<file path="src/hw/rtl/cbq_eq_pkg.sv">
// shared types, constants and coefficient rom of the cascaded biquad equalizer
`default_nettype none

package cbq_eq_pkg;

    localparam int SECTIONS_DEF = 9;
    localparam int MAX_SEC      = 16;
    localparam int SEC_IDX_W    = 4;
    localparam int FRAC_BITS    = 27;

    localparam logic [31:0] GAIN_RESET = 32'h05A9DF7B;
    localparam logic [31:0] UNITY      = 32'h08000000;

    // columns: b0, b1, b2, a1, a2
    localparam logic [31:0] COEF_ROM [MAX_SEC][5] = '{
        '{32'h07F46AB0, 32'hF05C87C0, 32'h07AFA1BC, 32'hF05CC168, 32'h07A44615},
        '{32'h07ED1CFE, 32'hF03F890A, 32'h07D420FF, 32'hF03F890A, 32'h07C13DFD},
        '{32'h081B095D, 32'hF08F4C0C, 32'h0761E390, 32'hF08F4C0C, 32'h077CECED},
        '{32'h0768EE95, 32'hF3A4F7B5, 32'h067505B4, 32'hF3A4F7B5, 32'h05DDF449},
        '{32'h076FC198, 32'hF6E18719, 32'h040EC81C, 32'hF6E18719, 32'h037E89B4},
        '{32'h073E5C38, 32'hF5A24BD8, 32'h068B40C5, 32'hF5A24BD8, 32'h05C99CFD},
        '{32'h074F07EC, 32'hFAF010E0, 32'h05EB6872, 32'hFAF010E0, 32'h053A705E},
        '{32'h071131FF, 32'h0199A84F, 32'h05314FF6, 32'h0199A84F, 32'h044281F5},
        '{32'h06067A87, 32'hFDFCCCAC, 32'h01272C9B, 32'hFB4CB72E, 32'h01DDBCA0},
        '{UNITY, 32'h0, 32'h0, 32'h0, 32'h0},
        '{UNITY, 32'h0, 32'h0, 32'h0, 32'h0},
        '{UNITY, 32'h0, 32'h0, 32'h0, 32'h0},
        '{UNITY, 32'h0, 32'h0, 32'h0, 32'h0},
        '{UNITY, 32'h0, 32'h0, 32'h0, 32'h0},
        '{UNITY, 32'h0, 32'h0, 32'h0, 32'h0},
        '{UNITY, 32'h0, 32'h0, 32'h0, 32'h0}
    };

    // products of one sample, in issue order within a section
    typedef enum logic [2:0] {
        OP_PRE,
        OP_C0,
        OP_C1,
        OP_C3,
        OP_C2,
        OP_C4
    } op_t;

    typedef enum logic [1:0] {
        ST_IDLE,
        ST_RUN,
        ST_WAIT,
        ST_DONE
    } state_t;

    typedef struct packed {
        logic                 clear;
        logic                 load;
        logic                 mul_en;
        logic                 mul_hi;
        op_t                  op;
        logic [SEC_IDX_W-1:0] sec;
        logic                 out_load;
    } cmd_t;

    function automatic logic [31:0] coef_lookup(logic [SEC_IDX_W-1:0] sec, op_t op);
        logic [31:0] c;
        case (op)
            OP_C0:   c = COEF_ROM[sec][0];
            OP_C1:   c = COEF_ROM[sec][1];
            OP_C2:   c = COEF_ROM[sec][2];
            OP_C3:   c = COEF_ROM[sec][3];
            OP_C4:   c = COEF_ROM[sec][4];
            default: c = '0;
        endcase
        return c;
    endfunction

endpackage

`default_nettype wire

</file>
<file path="src/hw/rtl/cbq_eq_ctrl.sv">
// controller: handshakes and the product sequence over the sections
`default_nettype none

module cbq_eq_ctrl #(
    parameter int SECTIONS = cbq_eq_pkg::SECTIONS_DEF
) (
    input  wire logic             aclk,
    input  wire logic             aresetn,
    input  wire logic             s_valid,
    output logic                  s_ready,
    input  wire logic             s_action,
    output logic                  m_valid,
    input  wire logic             m_ready,
    output cbq_eq_pkg::cmd_t      cmd
);
    import cbq_eq_pkg::*;

    localparam int SEC_W = (SECTIONS > 1) ? $clog2(SECTIONS) : 1;
    localparam logic [SEC_W-1:0] SEC_LAST = SEC_W'(SECTIONS - 1);

    state_t           state_reg, state_next;
    op_t              op_reg, op_next;
    logic             hi_reg, hi_next;
    logic [SEC_W-1:0] sec_reg, sec_next;
    logic             m_valid_reg, m_valid_next;

    always_ff @(posedge aclk) begin
        if (!aresetn) begin
            state_reg <= ST_IDLE;
            op_reg <= OP_PRE;
            hi_reg <= 1'b0;
            sec_reg <= '0;
            m_valid_reg <= 1'b0;
        end else begin
            state_reg <= state_next;
            op_reg <= op_next;
            hi_reg <= hi_next;
            sec_reg <= sec_next;
            m_valid_reg <= m_valid_next;
        end
    end

    always_comb begin
        state_next = state_reg;
        op_next = op_reg;
        hi_next = hi_reg;
        sec_next = sec_reg;
        s_ready = 1'b0;
        cmd = '0;
        cmd.op = op_reg;
        cmd.sec = SEC_IDX_W'(sec_reg);
        case (state_reg)
            ST_IDLE: begin
                s_ready = 1'b1;
                if (s_valid) begin
                    if (s_action) begin
                        cmd.clear = 1'b1;
                    end else begin
                        cmd.load = 1'b1;
                        state_next = ST_RUN;
                        op_next = OP_PRE;
                        hi_next = 1'b0;
                        sec_next = '0;
                    end
                end
            end
            ST_RUN: begin
                cmd.mul_en = 1'b1;
                cmd.mul_hi = hi_reg;
                hi_next = !hi_reg;
                if (hi_reg) begin
                    case (op_reg)
                        OP_PRE: begin
                            // first b0 product needs the scaled sample in y_reg
                            op_next = OP_C0;
                            state_next = ST_WAIT;
                        end
                        OP_C0:  op_next = OP_C1;
                        OP_C1:  op_next = OP_C3;
                        OP_C3:  op_next = OP_C2;
                        OP_C2:  op_next = OP_C4;
                        OP_C4: begin
                            if (sec_reg == SEC_LAST) begin
                                state_next = ST_DONE;
                            end else begin
                                op_next = OP_C0;
                                sec_next = sec_reg + 1'b1;
                            end
                        end
                        default: op_next = OP_PRE;
                    endcase
                end
            end
            ST_WAIT: begin
                state_next = ST_RUN;
            end
            ST_DONE: begin
                // last combine lands this cycle; it only touches a delay
                if (!m_valid_reg || m_ready) begin
                    cmd.out_load = 1'b1;
                    state_next = ST_IDLE;
                end
            end
            default: state_next = ST_IDLE;
        endcase

        if (cmd.out_load) begin
            m_valid_next = 1'b1;
        end else if (m_ready) begin
            m_valid_next = 1'b0;
        end else begin
            m_valid_next = m_valid_reg;
        end
    end

    assign m_valid = m_valid_reg;

    a_load_no_overwrite: assert property (@(posedge aclk) disable iff (!aresetn)
        cmd.out_load |-> (!m_valid_reg || m_ready))
        else $error("pending result overwritten");

    a_load_shows_beat: assert property (@(posedge aclk) disable iff (!aresetn)
        cmd.out_load |=> m_valid_reg)
        else $error("result not presented after load");

    a_filter_starts: assert property (@(posedge aclk) disable iff (!aresetn)
        (s_valid && s_ready && !s_action) |=>
            (state_reg == ST_RUN && op_reg == OP_PRE && !hi_reg && sec_reg == '0))
        else $error("sequence did not start at pre-gain");

    a_sec_bound: assert property (@(posedge aclk) disable iff (!aresetn)
        sec_reg <= SEC_LAST)
        else $error("section index out of range");

    a_clear_no_run: assert property (@(posedge aclk) disable iff (!aresetn)
        (s_valid && s_ready && s_action) |=> state_reg == ST_IDLE)
        else $error("clear beat started a sequence");

endmodule

`default_nettype wire

</file>
<file path="config.mk">
export PLATFORM = sky130hd
export DESIGN_NAME = cbq_eq_ctrl
export DESIGN_NICKNAME = d
export VERILOG_FILES = /design/src/hw/rtl/cbq_eq_pkg.sv /design/src/hw/rtl/cbq_eq_ctrl.sv
export SDC_FILE = /design/constraint.sdc
export NUM_CORES = 1
export LEC_CHECK = 0
export BUFFER_PORTS_ARGS = -buffer_cell sky130_fd_sc_hd__buf_4
export CAP_MARGIN = 20
export CORE_MARGIN = 8
export CORE_UTILIZATION = 45
export DETAILED_ROUTE_END_ITERATION = 7
export GPL_TIMING_DRIVEN = 0
export HOLD_SLACK_MARGIN = 0.05
export PLACE_DENSITY = 0.7
export SETUP_SLACK_MARGIN = 0.05
export SLEW_MARGIN = 15
export SYNTH_ARGS = -nofsm -noshare
export SYNTH_HDL_FRONTEND = slang
export SYNTH_SLANG_ARGS = --single-unit
</file>
<file path="constraint.sdc">
create_clock -name aclk -period 2 [get_ports aclk]
set_clock_uncertainty 0.1 [all_clocks]
set_input_delay 0.4 -clock aclk [delete_from_list [all_inputs] [get_ports aclk]]
set_output_delay 0.4 -clock aclk [all_outputs]
set_load 0.02 [all_outputs]
</file>
# Word level (Yosys, flattened, before mapping)
# Cells that the tools add are included.
# Widths: inputs -> output; s select.
# totals
input_bits	5
elab_cells	67
reg_bits	11
# op_classes
n_reduce_logical	11
mux	32
add_sub_neg	1
n_eq_ne	18
# op_table
op	n
$mux 4	5
$pmux 3 s6	1
$mux 2	8
$mux 3	4
$ne 2x2->1 const B	6
$reduce_and 6->1	2
$mux 1	9
$pmux 2 s4	1
$pmux 4 s2	1
$eq 3x2->1 const B	2
$eq 3x3->1 const B	2
$ne 3x3->1 const B	2
$pmux 3 s2	1
$reduce_and 5->1	1
$add 4x1->4 const B	1
$eq 2x2->1 const B	2
$eq 4x4->1 const B	1
$pmux 2 s2	1
$reduce_bool 2->1	2
$eq 3x1->1 const B	1
$logic_not 3->1	1
$ne 3x2->1 const B	1
$reduce_and 3->1	1
$eq 2x1->1 const B	1
other kinds (4)	5

# Depth between registers and ports, before layout
# logic_depth
ltp_word	5
depth_mapped	6
depth_no_buf	6

# Least setup slack after synthesis
# Ideal clock, no wire load.
# synth_timing
path_type	register to register
startpoint	register sec_reg[0]
endpoint	register sec_reg[2]
arrival_ns	1.540
path_slack_ns	0.290
path_stages_with_launch	7
cell_sequence	dfxtp_1 > inv_1 > ha_1 > nand3b_1 > a41oi_2 > or3_1 > a21oi_1
# synth_between
elab_chain_len	5
word_cells_on_any_way	8
# synth_rtl
element	line	rtl
from (decl)	cbq_eq_ctrl.sv:24	logic [SEC_W-1:0] sec_reg, sec_next;
from (signal assigned)	cbq_eq_ctrl.sv:38	sec_reg <= sec_next;
$add 4x1->4	cbq_eq_ctrl.sv:87	sec_next = sec_reg + 1'b1;
$mux 4	cbq_eq_ctrl.sv:83	if (sec_reg == SEC_LAST) begin
$mux 4	cbq_eq_ctrl.sv:72	case (op_reg)
$mux 4	cbq_eq_ctrl.sv:71	if (hi_reg) begin
$pmux 4 s2	cbq_eq_ctrl.sv:52	case (state_reg)
# Several ways; a longest one is shown, not always the timed one. The select of a mux whose other input is x is not followed.
# A chain may end at the register's enable or synchronous reset.

==> impl_results.md <==
* Dpl hpwl at between 1000 and 1500 µm
* Share of the synthesized area in the top cell type at 32.2%
* Post-placement cell count at 122
* Worst path arrival time at 1370 ps
* GPL Wtd Cong at 0.802
* CP max-delay cell: nor4b_4
* Period utilisation layout at 93.5%
* Ports at 19
* Die area at 3020 µm²
* Status: completed
* Drt first-iter violations at 11
* Skew-Pair Late Insertion Delay at around 260 ps
* Row count at 14
* Diodes inserted at 0
* Kind of critical path: reg -> out
* Clock sinks at 11
* MaxCap Viol Count at 0
* Nature of the critical path startpoint: flop
* Leak at 0.354 nW
* Detailed Route WL at 1620 µm
* Most frequent cells in the layout: buf_4 (19), nand2_1 (11), dfxtp_1 (11), nor2_1 (10), a21oi_1 (6)
* Root buf cell: clkbuf_4
* Power Total at approximately 460 µW
* Worst slew pin tran at 433 ps
* Critical Path, Cell by Cell: nor4b_4, buf_4
* Syn Area/Cell at 7.76 µm²
* Starting Density at 46.4%
* Drt wl/cell at 12.9 µm
* Share of post-route cells with drive strength above 1 at around 25%
* Initial antenna violation count at 0
* Drt pass-1 iters at 4
* Area growth from synthesis to layout at 26.6%
* CP endpoint kind: primary output
* Req. time, crit path at 1500 ps
* CTS hold repair buffers at 0
* Largest cells by area after synthesis: dfxtp_1 (32%), nand2_1 (6.0%), nor2_1 (5.5%)
* FMAX at roughly 530 MHz
* Dpl cell area at 838 µm²
* Pin count of the biggest net entering global routing at 11
* Overall Global Routing Usage at 11.7%
* Via density per instance at between 5 and 6
* Vias in the first global route at 627
* Pre-CTS worst setup slack at 245 ps
* CTS Buffer Depth at 2
* Synth unique cells at 34
* Final Hold Vio Count at 0
* Register area share after synthesis at between 30 and 40%
* Cell Count, Final, Fillers Out at 126
* Utilization after layout at 58.8%
* # setup viols final at 0
* Final WS setup at 129 ps
* Syn nets at 95
* Cell area after layout at 865 µm²
* Core footprint at 1470 µm²
* CTS buffer count at 3
* Setup_tns at 0 ps
* Overflow after GRT at 0
* Synth Warn # at 0
* Hold_ws at 306 ps
* Max incr delay on CP at ~470 ps
* Min Tclk post-route at around 1900 ps
* Synth area leader: dfxtp_1
* Die height at about 55 µm
* Die Width at 55.0 µm
* Max reg flops at 4
* I/O Buffers at 18
* Synth Instances at 88
* Worst-path clk slew at 70 ps
* CTS tree: built
* Vias at just under 700
* Power Density at roughly 540 nW/µm²
* Max IR drop VDD at roughly 0.36 mV
* Max Slew Vio Count at 0
* CP max FO at 8
* Post-CTS Setup Repair Bufs at 0
* Crit path max-delay family: simple AND/OR/NAND/NOR gates
* First-pass GRT wire length at about 2800 µm
* Post_cts resized at 0
* Most common cell after layout, fill and taps aside: buf_4
* Antenna viol nets, final at 0
* Slew HR at 71.0%
* # DRC at 0
* Depth of the CTS H-tree at 1
* FF+latch count, synth at 11
* Nets at 118
* CP bufs+invs at 1
* Mapped Area at 683 µm²
* Setup repair after global routing missed its margin: no
* Path type of the worst min-delay path: in -> reg
==> worst min-delay path, cell delays in order <==
cell and delay [ps]:
buf_4 120, nand2_1 60, o21ai_1 50
==> cells in the mapped netlist <==
library cell  instances
dfxtp_1              11
nand2_1              11
nor2_1               10
a21oi_1               6
inv_1                 5
o21ai_0               4
clkbuf_1              3
nand2b_1              3
o21ai_1               3
buf_6                 2
ha_1                  2
nand2b_2              2
nand3_1               2
nand4_1               2
o22ai_1               2
or3_1                 2
a21boi_0              1
a21boi_1              1
a31oi_1               1
a41oi_2               1
and3_1                1
and3b_1               1
buf_4                 1
nand3b_1              1
nor2b_1               1
nor3_1                1
nor4b_4               1
o2111ai_1             1
o211ai_1              1
o21a_1                1
o41ai_1               1
or2_1                 1
or2b_1                1
xor2_1                1
==> power breakdown <==
part	internal (mW)	total, mW	switching, mW	leakage, nW
sequential	0.224	0.231	0.00696	0.0890
clock	0.0771	0.154	0.0770	0.0150
combinational	0.0350	0.0801	0.0451	0.250
total	0.336	0.465	0.129	0.354
==> cells by family after synthesis <==
family	Yosys count	share of synthesized area, %
and+or+nand+nor	40	32.4
AOI/OAI and AO/OA	23	21.6
buffers and inverters	11	8.79
DFF	11	32.2
adders and majority gates	2	3.66
xor gates and xnor gates	1	1.28
==> metal layers <==
metal | global-route usage (%) | routed length (µm) | vias to the layer above
met3 | 2.41 | 62 | 2
li1 | - | - | 348
met4 | 2.40 | 9 | 0
met2 | 19.8 | 780 | 9
met5 | 0 | 0 | -
met1 | 15.0 | 768 | 321
==> worst paths after layout <==
kind | from | end | slack [ps] | cells after the start
min | aresetn | op_reg[2] | 310 | 3
max | state_reg[0] | cmd[10] | 130 | 2
min reg2reg | m_valid | m_valid | 430 | 2
max reg2reg | sec_reg[0] | sec_reg[2] | 230 | 6
==> final cells by class <==
cell class | count | area, µm²
Inverter | 5 | 18.8
Fill cell | 163 | 607
Buffer | 6 | 41.3
Multi-Input combinational cell | 66 | 403
Timing Repair Buffer | 18 | 135
Clock buffer | 4 | 26.3
Tap cell | 16 | 20.0
Sequential cell | 11 | 220
(Power assumes the default switching activity.)
